[src/sv/lfs_pkg.sv]
package lfs_pkg;

  localparam int unsigned INTERVAL_W = 20;
  localparam logic [INTERVAL_W-1:0] INTERVAL_RESET = 20'd50000;

  localparam logic [4:0] PAT_STOP   = 5'b11011;
  localparam logic [4:0] PAT_CENTRE = 5'b00100;

  typedef enum logic [1:0] {
    MODE_CENTRE = 2'd0,
    MODE_LEFT   = 2'd1,
    MODE_RIGHT  = 2'd2,
    MODE_STOP   = 2'd3
  } steer_mode_t;

  typedef logic signed [5:0] drive_t;
  typedef logic signed [6:0] drive_sum_t;

  typedef struct packed {
    steer_mode_t mode;
    logic        wait_active;
    logic        wait_spins;
  } steer_state_t;

  typedef struct packed {
    drive_t left_drive;
    drive_t right_drive;
    logic   waiting;
  } steer_result_t;

  localparam drive_sum_t W_EDGE_NEG  = -7'sd4;
  localparam drive_sum_t W_EDGE_POS  = 7'sd8;
  localparam drive_sum_t W_BIG       = 7'sd12;
  localparam drive_sum_t W_SMALL     = 7'sd6;
  localparam drive_sum_t DRIVE_MAX   = 7'sd16;

  localparam drive_t DRIVE_ZERO      = 6'sd0;
  localparam drive_t DRIVE_PIVOT_NEG = -6'sd8;
  localparam drive_t DRIVE_PIVOT_POS = 6'sd16;
  localparam drive_t DRIVE_SPIN_POS  = 6'sd8;
  localparam drive_t DRIVE_SPIN_NEG  = -6'sd8;

endpackage

[src/sv/line_follower_steering.sv]
// pipeline: an accepted item is held in the input register, then its result in the result register
// throughput: one item per cycle; in_stall rises only while the result register
//   is held by out_stall and the input register is full
// reset (rst_n low, synchronous): stop mode, not waiting, interval 50000,
//   idle count equal to the interval, both registers empty
module line_follower_steering import lfs_pkg::*; #(
  parameter int unsigned COUNT_WIDTH = 20
) (
  input  logic                  clk,
  input  logic                  rst_n,
  input  logic                  cfg_wr_en,
  input  logic [INTERVAL_W-1:0] cfg_wr_data,
  input  logic                  in_valid,
  output logic                  in_stall,
  input  logic [4:0]            in_sensor_bits,
  output logic                  out_valid,
  input  logic                  out_stall,
  output logic signed [5:0]     out_left_drive,
  output logic signed [5:0]     out_right_drive,
  output logic                  out_waiting
);

  logic [INTERVAL_W-1:0]  interval_r;
  steer_state_t           st_r;
  steer_state_t           st_nxt;
  logic [COUNT_WIDTH-1:0] idle_count_r;
  logic [COUNT_WIDTH-1:0] idle_count_nxt;
  logic                   s1_valid_r;
  logic                   s1_valid_nxt;
  logic [4:0]             s1_bits_r;
  logic                   out_valid_r;
  logic                   out_valid_nxt;
  steer_result_t          out_res_r;
  steer_result_t          res;
  logic                   out_free;
  logic                   in_accept;
  logic                   fire;

  assign out_free  = !out_valid_r || !out_stall;
  assign in_stall  = s1_valid_r && !out_free;
  assign in_accept = in_valid && !in_stall;
  assign fire      = s1_valid_r && out_free;

  assign s1_valid_nxt  = in_accept || (s1_valid_r && !out_free);
  assign out_valid_nxt = fire || (out_valid_r && out_stall);

  lfs_step #(
    .COUNT_WIDTH(COUNT_WIDTH)
  ) u_step (
    .sensor_bits    (s1_bits_r),
    .st             (st_r),
    .idle_count     (idle_count_r),
    .change_interval(interval_r),
    .st_nxt         (st_nxt),
    .idle_count_nxt (idle_count_nxt),
    .res            (res)
  );

  always_ff @(posedge clk) begin
    if (!rst_n) begin
      interval_r   <= INTERVAL_RESET;
      st_r         <= '{mode: MODE_STOP, wait_active: 1'b0, wait_spins: 1'b0};
      idle_count_r <= COUNT_WIDTH'(INTERVAL_RESET);
      s1_valid_r   <= 1'b0;
      out_valid_r  <= 1'b0;
    end else begin
      if (cfg_wr_en) begin
        interval_r <= cfg_wr_data;
      end
      if (fire) begin
        st_r         <= st_nxt;
        idle_count_r <= idle_count_nxt;
      end
      s1_valid_r  <= s1_valid_nxt;
      out_valid_r <= out_valid_nxt;
    end
  end

  // payload registers
  always_ff @(posedge clk) begin
    if (in_accept) begin
      s1_bits_r <= in_sensor_bits;
    end
    if (fire) begin
      out_res_r <= res;
    end
  end

  assign out_valid       = out_valid_r;
  assign out_left_drive  = out_res_r.left_drive;
  assign out_right_drive = out_res_r.right_drive;
  assign out_waiting     = out_res_r.waiting;

endmodule

[src/sv/lfs_step.sv]
module lfs_step import lfs_pkg::*; #(
  parameter int unsigned COUNT_WIDTH = 20
) (
  input  logic [4:0]             sensor_bits,
  input  steer_state_t           st,
  input  logic [COUNT_WIDTH-1:0] idle_count,
  input  logic [INTERVAL_W-1:0]  change_interval,
  output steer_state_t           st_nxt,
  output logic [COUNT_WIDTH-1:0] idle_count_nxt,
  output steer_result_t          res
);

  localparam int unsigned CMP_W =
    ((COUNT_WIDTH > INTERVAL_W) ? COUNT_WIDTH : INTERVAL_W) + 1;

  logic [CMP_W-1:0]       interval_ext;
  logic [CMP_W-1:0]       mask_ext;
  logic [CMP_W-1:0]       lim;
  logic [CMP_W-1:0]       cnt_inc;
  logic [COUNT_WIDTH-1:0] cnt_src;
  logic                   cnt_upd;
  logic [COUNT_WIDTH-1:0] c_line;
  logic [COUNT_WIDTH-1:0] c_after;
  steer_mode_t            mode_eff;
  steer_mode_t            mode_line;
  logic                   line_seen;
  logic                   due;
  logic                   swap;
  logic                   is_centre;
  drive_sum_t             l_sum;
  drive_sum_t             r_sum;
  drive_t                 l_sat;
  drive_t                 r_sat;

  assign interval_ext = CMP_W'(change_interval);
  assign mask_ext     = CMP_W'({COUNT_WIDTH{1'b1}});
  assign lim          = (interval_ext < mask_ext) ? interval_ext : mask_ext;

  assign is_centre = (sensor_bits == PAT_CENTRE);
  assign mode_eff  = (sensor_bits == PAT_STOP) ? MODE_STOP : st.mode;
  assign line_seen = (sensor_bits != 5'd0) && (mode_eff != MODE_STOP);
  assign due       = CMP_W'(idle_count) >= interval_ext;

  // bit 0 clears the count before the inner weights look at it
  assign c_line  = sensor_bits[0] ? '0 : idle_count;
  assign c_after = (sensor_bits[0] || sensor_bits[4]) ? '0 : idle_count;
  assign swap    = CMP_W'(c_line) >= interval_ext;

  always_comb begin
    l_sum = '0;
    r_sum = '0;
    if (sensor_bits[0]) begin
      l_sum = l_sum + W_EDGE_NEG;
      r_sum = r_sum + W_EDGE_POS;
    end
    if (sensor_bits[1]) begin
      l_sum = l_sum + (swap ? W_SMALL : W_BIG);
      r_sum = r_sum + (swap ? W_BIG : W_SMALL);
    end
    if (sensor_bits[2]) begin
      l_sum = l_sum + W_BIG;
      r_sum = r_sum + W_BIG;
    end
    if (sensor_bits[3]) begin
      l_sum = l_sum + (swap ? W_BIG : W_SMALL);
      r_sum = r_sum + (swap ? W_SMALL : W_BIG);
    end
    if (sensor_bits[4]) begin
      l_sum = l_sum + W_EDGE_POS;
      r_sum = r_sum + W_EDGE_NEG;
    end
  end

  assign l_sat = (l_sum > DRIVE_MAX) ? drive_t'(DRIVE_MAX) : l_sum[5:0];
  assign r_sat = (r_sum > DRIVE_MAX) ? drive_t'(DRIVE_MAX) : r_sum[5:0];

  // highest lit sensor sets the mode
  always_comb begin
    if (sensor_bits[4] || sensor_bits[3]) begin
      mode_line = MODE_RIGHT;
    end else if (sensor_bits[2]) begin
      mode_line = MODE_CENTRE;
    end else begin
      mode_line = MODE_LEFT;
    end
  end

  // next state
  always_comb begin
    st_nxt  = st;
    cnt_src = idle_count;
    cnt_upd = 1'b0;
    if (st.wait_active) begin
      if (is_centre) begin
        st_nxt.wait_active = 1'b0;
        cnt_src            = '0;
        cnt_upd            = 1'b1;
      end
    end else if (line_seen) begin
      st_nxt.mode = mode_line;
      cnt_src     = c_after;
      cnt_upd     = 1'b1;
    end else begin
      st_nxt.mode = mode_eff;
      if (mode_eff == MODE_CENTRE && due) begin
        st_nxt.wait_active = 1'b1;
        st_nxt.wait_spins  = 1'b1;
      end else if (mode_eff == MODE_STOP && due) begin
        if (is_centre) begin
          cnt_src = '0;
          cnt_upd = 1'b1;
        end else begin
          st_nxt.wait_active = 1'b1;
          st_nxt.wait_spins  = 1'b0;
        end
      end else begin
        cnt_upd = 1'b1;
      end
    end
  end

  assign cnt_inc = CMP_W'(cnt_src) + CMP_W'(1);

  always_comb begin
    if (!cnt_upd) begin
      idle_count_nxt = idle_count;
    end else if (cnt_inc > lim) begin
      idle_count_nxt = lim[COUNT_WIDTH-1:0];
    end else begin
      idle_count_nxt = cnt_inc[COUNT_WIDTH-1:0];
    end
  end

  // result
  always_comb begin
    res = '{left_drive: DRIVE_ZERO, right_drive: DRIVE_ZERO, waiting: 1'b0};
    if (st.wait_active) begin
      if (!is_centre) begin
        res.waiting = 1'b1;
        if (st.wait_spins) begin
          res.left_drive  = DRIVE_SPIN_POS;
          res.right_drive = DRIVE_SPIN_NEG;
        end
      end
    end else if (line_seen) begin
      res.left_drive  = l_sat;
      res.right_drive = r_sat;
    end else if (mode_eff == MODE_CENTRE && due) begin
      res.left_drive  = DRIVE_SPIN_POS;
      res.right_drive = DRIVE_SPIN_NEG;
      res.waiting     = 1'b1;
    end else if (mode_eff == MODE_STOP && due) begin
      res.waiting = !is_centre;
    end else begin
      unique case (mode_eff)
        MODE_LEFT: begin
          res.left_drive  = DRIVE_PIVOT_NEG;
          res.right_drive = DRIVE_PIVOT_POS;
        end
        MODE_RIGHT: begin
          res.left_drive  = DRIVE_PIVOT_POS;
          res.right_drive = DRIVE_PIVOT_NEG;
        end
        default: begin
          res.left_drive  = DRIVE_ZERO;
          res.right_drive = DRIVE_ZERO;
        end
      endcase
    end
  end

endmodule
[config.mk]
export PLATFORM = sky130hd
export DESIGN_NAME = line_follower_steering
export DESIGN_NICKNAME = d
export VERILOG_FILES = /design/src/sv/lfs_pkg.sv /design/src/sv/line_follower_steering.sv /design/src/sv/lfs_step.sv
export SDC_FILE = /design/constraint.sdc
export NUM_CORES = 1
export LEC_CHECK = 0
export ABC_AREA = 1
export BUFFER_PORTS_ARGS = -buffer_cell sky130_fd_sc_hd__buf_2
export CAP_MARGIN = 5
export CORE_AREA = 10 10 125 127
export DETAILED_ROUTE_END_ITERATION = 7
export DIE_AREA = 0 0 135 137
export GPL_TIMING_DRIVEN = 0
export PLACE_DENSITY = 0.64
export SLEW_MARGIN = 20
export SYNTH_ARGS = -nofsm -noshare
export SYNTH_HDL_FRONTEND = slang
export SYNTH_SLANG_ARGS = --single-unit
[constraint.sdc]
create_clock -name clk -period 9.7 [get_ports clk]
set_clock_uncertainty 0.1 [all_clocks]
set_input_delay 1.455 -clock clk [delete_from_list [all_inputs] [get_ports clk]]
set_output_delay 1.455 -clock clk [all_outputs]
set_load 0.01 [all_outputs]
==> results.json <==
{
  "outcome": "finished, final reports clean",
  "arrival_ps": 6380,
  "num_io_pins": 45,
  "ctsResizeCount": 0,
  "crit_buf_inv": 11,
  "clk_pin_slew_worst_paths_ps": 60,
  "dr.pass1.iters": 5,
  "yosys.area_share.xor_xnor": 0.02740,
  "cap_violations": 0,
  "netlist_top_cells_count": "196 x nand2_1, 138 x inv_1, 90 x nor2_1",
  "post-route-util": 0.5040,
  "setup_viol": 0,
  "grt-ovfl-total": 0,
  "dieWidth_um": 135,
  "period_share": 0.6434,
  "synth_ff_type": "dfxtp_1",
  "instances_no_fill": 1104,
  "grt_max_degree": 16,
  "grt_pass1_vias": 5011,
  "finalWirelength_um": 16010,
  "powerDensity_mw_per_mm2": 163.9,
  "maxSlewViolCount": 0,
  "clk_latency_ps": 350,
  "hpwl_um": 12630,
  "syn_avg_cell_area_um2": 6.622,
  "die_y_um": 137,
  "synth_top_family_by_area": "simple AND/OR/NAND/NOR gates",
  "finalSetupTns_ps": 0,
  "p_total_mw": 1.081,
  "ys_types": 43,
  "nNetsFinal": 1030,
  "holdBufCountCts": 0,
  "cpPeakStageDelay_ps": 600,
  "cts_buffer_depth": 2,
  "critPathLaunchType": "flop",
  "synthArstFlopShare": 0,
  "yosys_warnings": 0,
  "endpoint_kind": "flop",
  "drc": 0,
  "vias_per_cell": 5.013,
  "synth_mux_area_frac": 0,
  "synth_edf_count": 16,
  "insertedDiodeCount": 0,
  "die_area_mm2": 0.01850,
  "drive_gt1_frac": 0.1196,
  "placedCellCount": 1088,
  "fin_crit_ps": 6241,
  "num_vias": 5534,
  "worstHoldPathType": "reg2reg",
  "yosysMostFrequentCell": "nand2_1",
  "ff_latch_area_mm2": 0.001401,
  "worstSetupPathType": "reg2reg",
  "cp_max_fo": 10,
  "antenna_found_initial": 0,
  "postPlaceCellArea_mm2": 0.006188,
  "ys_top_cells_by_area": "ha_1 17%, dfxtp_1 16%, nand2_1 13%",
  "maxSlewHeadroom": 0.5199,
  "synthesis.area_mm2": 0.005754,
  "ant_nets": 0,
  "worst_slew_pin_slew_ps": 720.1,
  "rows": 42,
  "p_leak_nw": 3.432,
  "cts_setup_buffers": 0,
  "area_delta_synth_final_pct": 14.61,
  "ir_worst_vdd_mv": 0.07111,
  "multiInputGateArea_mm2": 0.003655,
  "clockRootBuffer": "clkbuf_16",
  "yosys.area_share.simple": 0.3159,
  "fillers": 1321,
  "yosysTopAreaCellShare": 0.1653,
  "synth_adder_area_share": 0.1687,
  "drt_iter0_drc": 381,
  "cp_slowest_cell": "clkbuf_1",
  "io_buffers": 42,
  "cts_tree": "yes",
  "ys_seq_area_frac": 0.2435,
  "fmax_mhz": 160.2,
  "synth_top_area_cell": "ha_1",
  "start_util": 0.4398,
  "cpMostUsedCell": "inv_1",
  "cpLargestDelayFamily": "buffers and inverters",
  "htree_levels": 3,
  "cts_made_buffers": 9,
  "timing_hold_violations_final": 0,
  "fin_area_mm2": 0.006595,
  "grt_setup_unrepaired": "false",
  "clock-sinks": 62,
  "gp_congestion": 0.9603,
  "grtUsageTotal": 0.1742,
  "synth_compound_area_frac": 0.1207,
  "ys_ff_latch": 62,
  "synth_cells": 869,
  "core_area_mm2": 0.01309,
  "grt_pass1_wl_um": 25360,
  "wl_per_cell_um": 14.50,
  "crit_required_ps": 9840
}
path summary, 6_finish.rpt:
| kind | cells after the start | slack (ps) | startpoint | to |
|---|---|---|---|---|
| worst max-delay path | 36 | 3460 | s1_bits_r[2] | idle_count_r[7] |
| worst min-delay path | 2 | 370 | st_r[3] | st_r[3] |
| worst max register to register | 36 | 3460 | s1_bits_r[2] | idle_count_r[7] |
| worst min register to register | 2 | 370 | st_r[3] | st_r[3] |
registers in the layout (all words and copies together) (netlist names), 4 cells and up:
signal           count
out_right_drive      5
s1_bits_r            5
interval_r          20
out_left_drive       5
st_r                 4
idle_count_r        20
cells by family (layout without fill, tap and decap cells):
kind of cell    Yosys count  after routing
flops                    62             62
fa+ha+maj                77             77
buf+inv                 173            231
compound gates          130            130
xor+xnor                 18             18
simple gates            407            407
other cells               2              3
layout make-up:
cell class                 instances  share of cell area
buffer                            27             0.02371
clock buffer                      10             0.03794
clock inverter                     6             0.02334
inverter                         146             0.08310
multi-input combinational        635              0.5542
sequential                        62              0.2125
tap                              176             0.03339
timing repair buffer              42             0.03187
placed cells by master (no fill, tap or decap), types with 3 or more instances in the layout:
cell,synthesis,layout
a21oi_1,60,60
buf_2,8,50
buf_4,4,4
buf_6,4,4
bufinv_16,0,5
clkbuf_1,11,11
clkbuf_16,0,10
clkinv_1,3,4
conb_1,2,3
dfxtp_1,46,46
edfxtp_1,16,16
ha_1,76,76
inv_1,138,138
inv_2,5,5
nand2_1,196,196
nand3_1,72,72
nand3_2,15,15
nand4_1,13,13
nor2_1,90,89
nor2_2,5,6
nor3_1,4,4
o21a_1,5,5
o21ai_0,50,50
o21ai_1,5,5
or2_2,3,3
xnor2_1,10,10
xor2_1,8,8
through the flow:
step	worst slack, ps	hold WS (ps)
global route	2901	393.8
global placement	3623	359.7
CTS	3542	370.1
finish	3459	371.7
floorplan	4629	328.3
detailed placement	3573	356.4
layer usage:
| metal | up-vias | share of wire | global-route usage |
|---|---|---|---|
| met5 | - | 0 | 0 |
| li1 | 2910 | - | - |
| met3 | 21 | 0.050 | 0.03519 |
| met4 | 0 | 0.019 | 0.05921 |
| met2 | 135 | 0.46 | 0.2895 |
| met1 | 2468 | 0.47 | 0.2202 |
worst register-to-register path: cells and delay by family, from the launching register on:
kind,cells,cell delay [ps]
buf+inv,11,1820
simple gates,12,1470
compound gates,9,1200
fa+ha+maj,3,910
flops,1,360
xor+xnor,1,270
power by group:
group	total, mW	leakage (nW)	switching [mW]	internal (mW)
registers	0.306	0.533	0.0190	0.287
logic	0.330	2.70	0.213	0.117
clock network	0.445	0.195	0.127	0.318
Note: power is estimated with default switching activity, not from simulation.
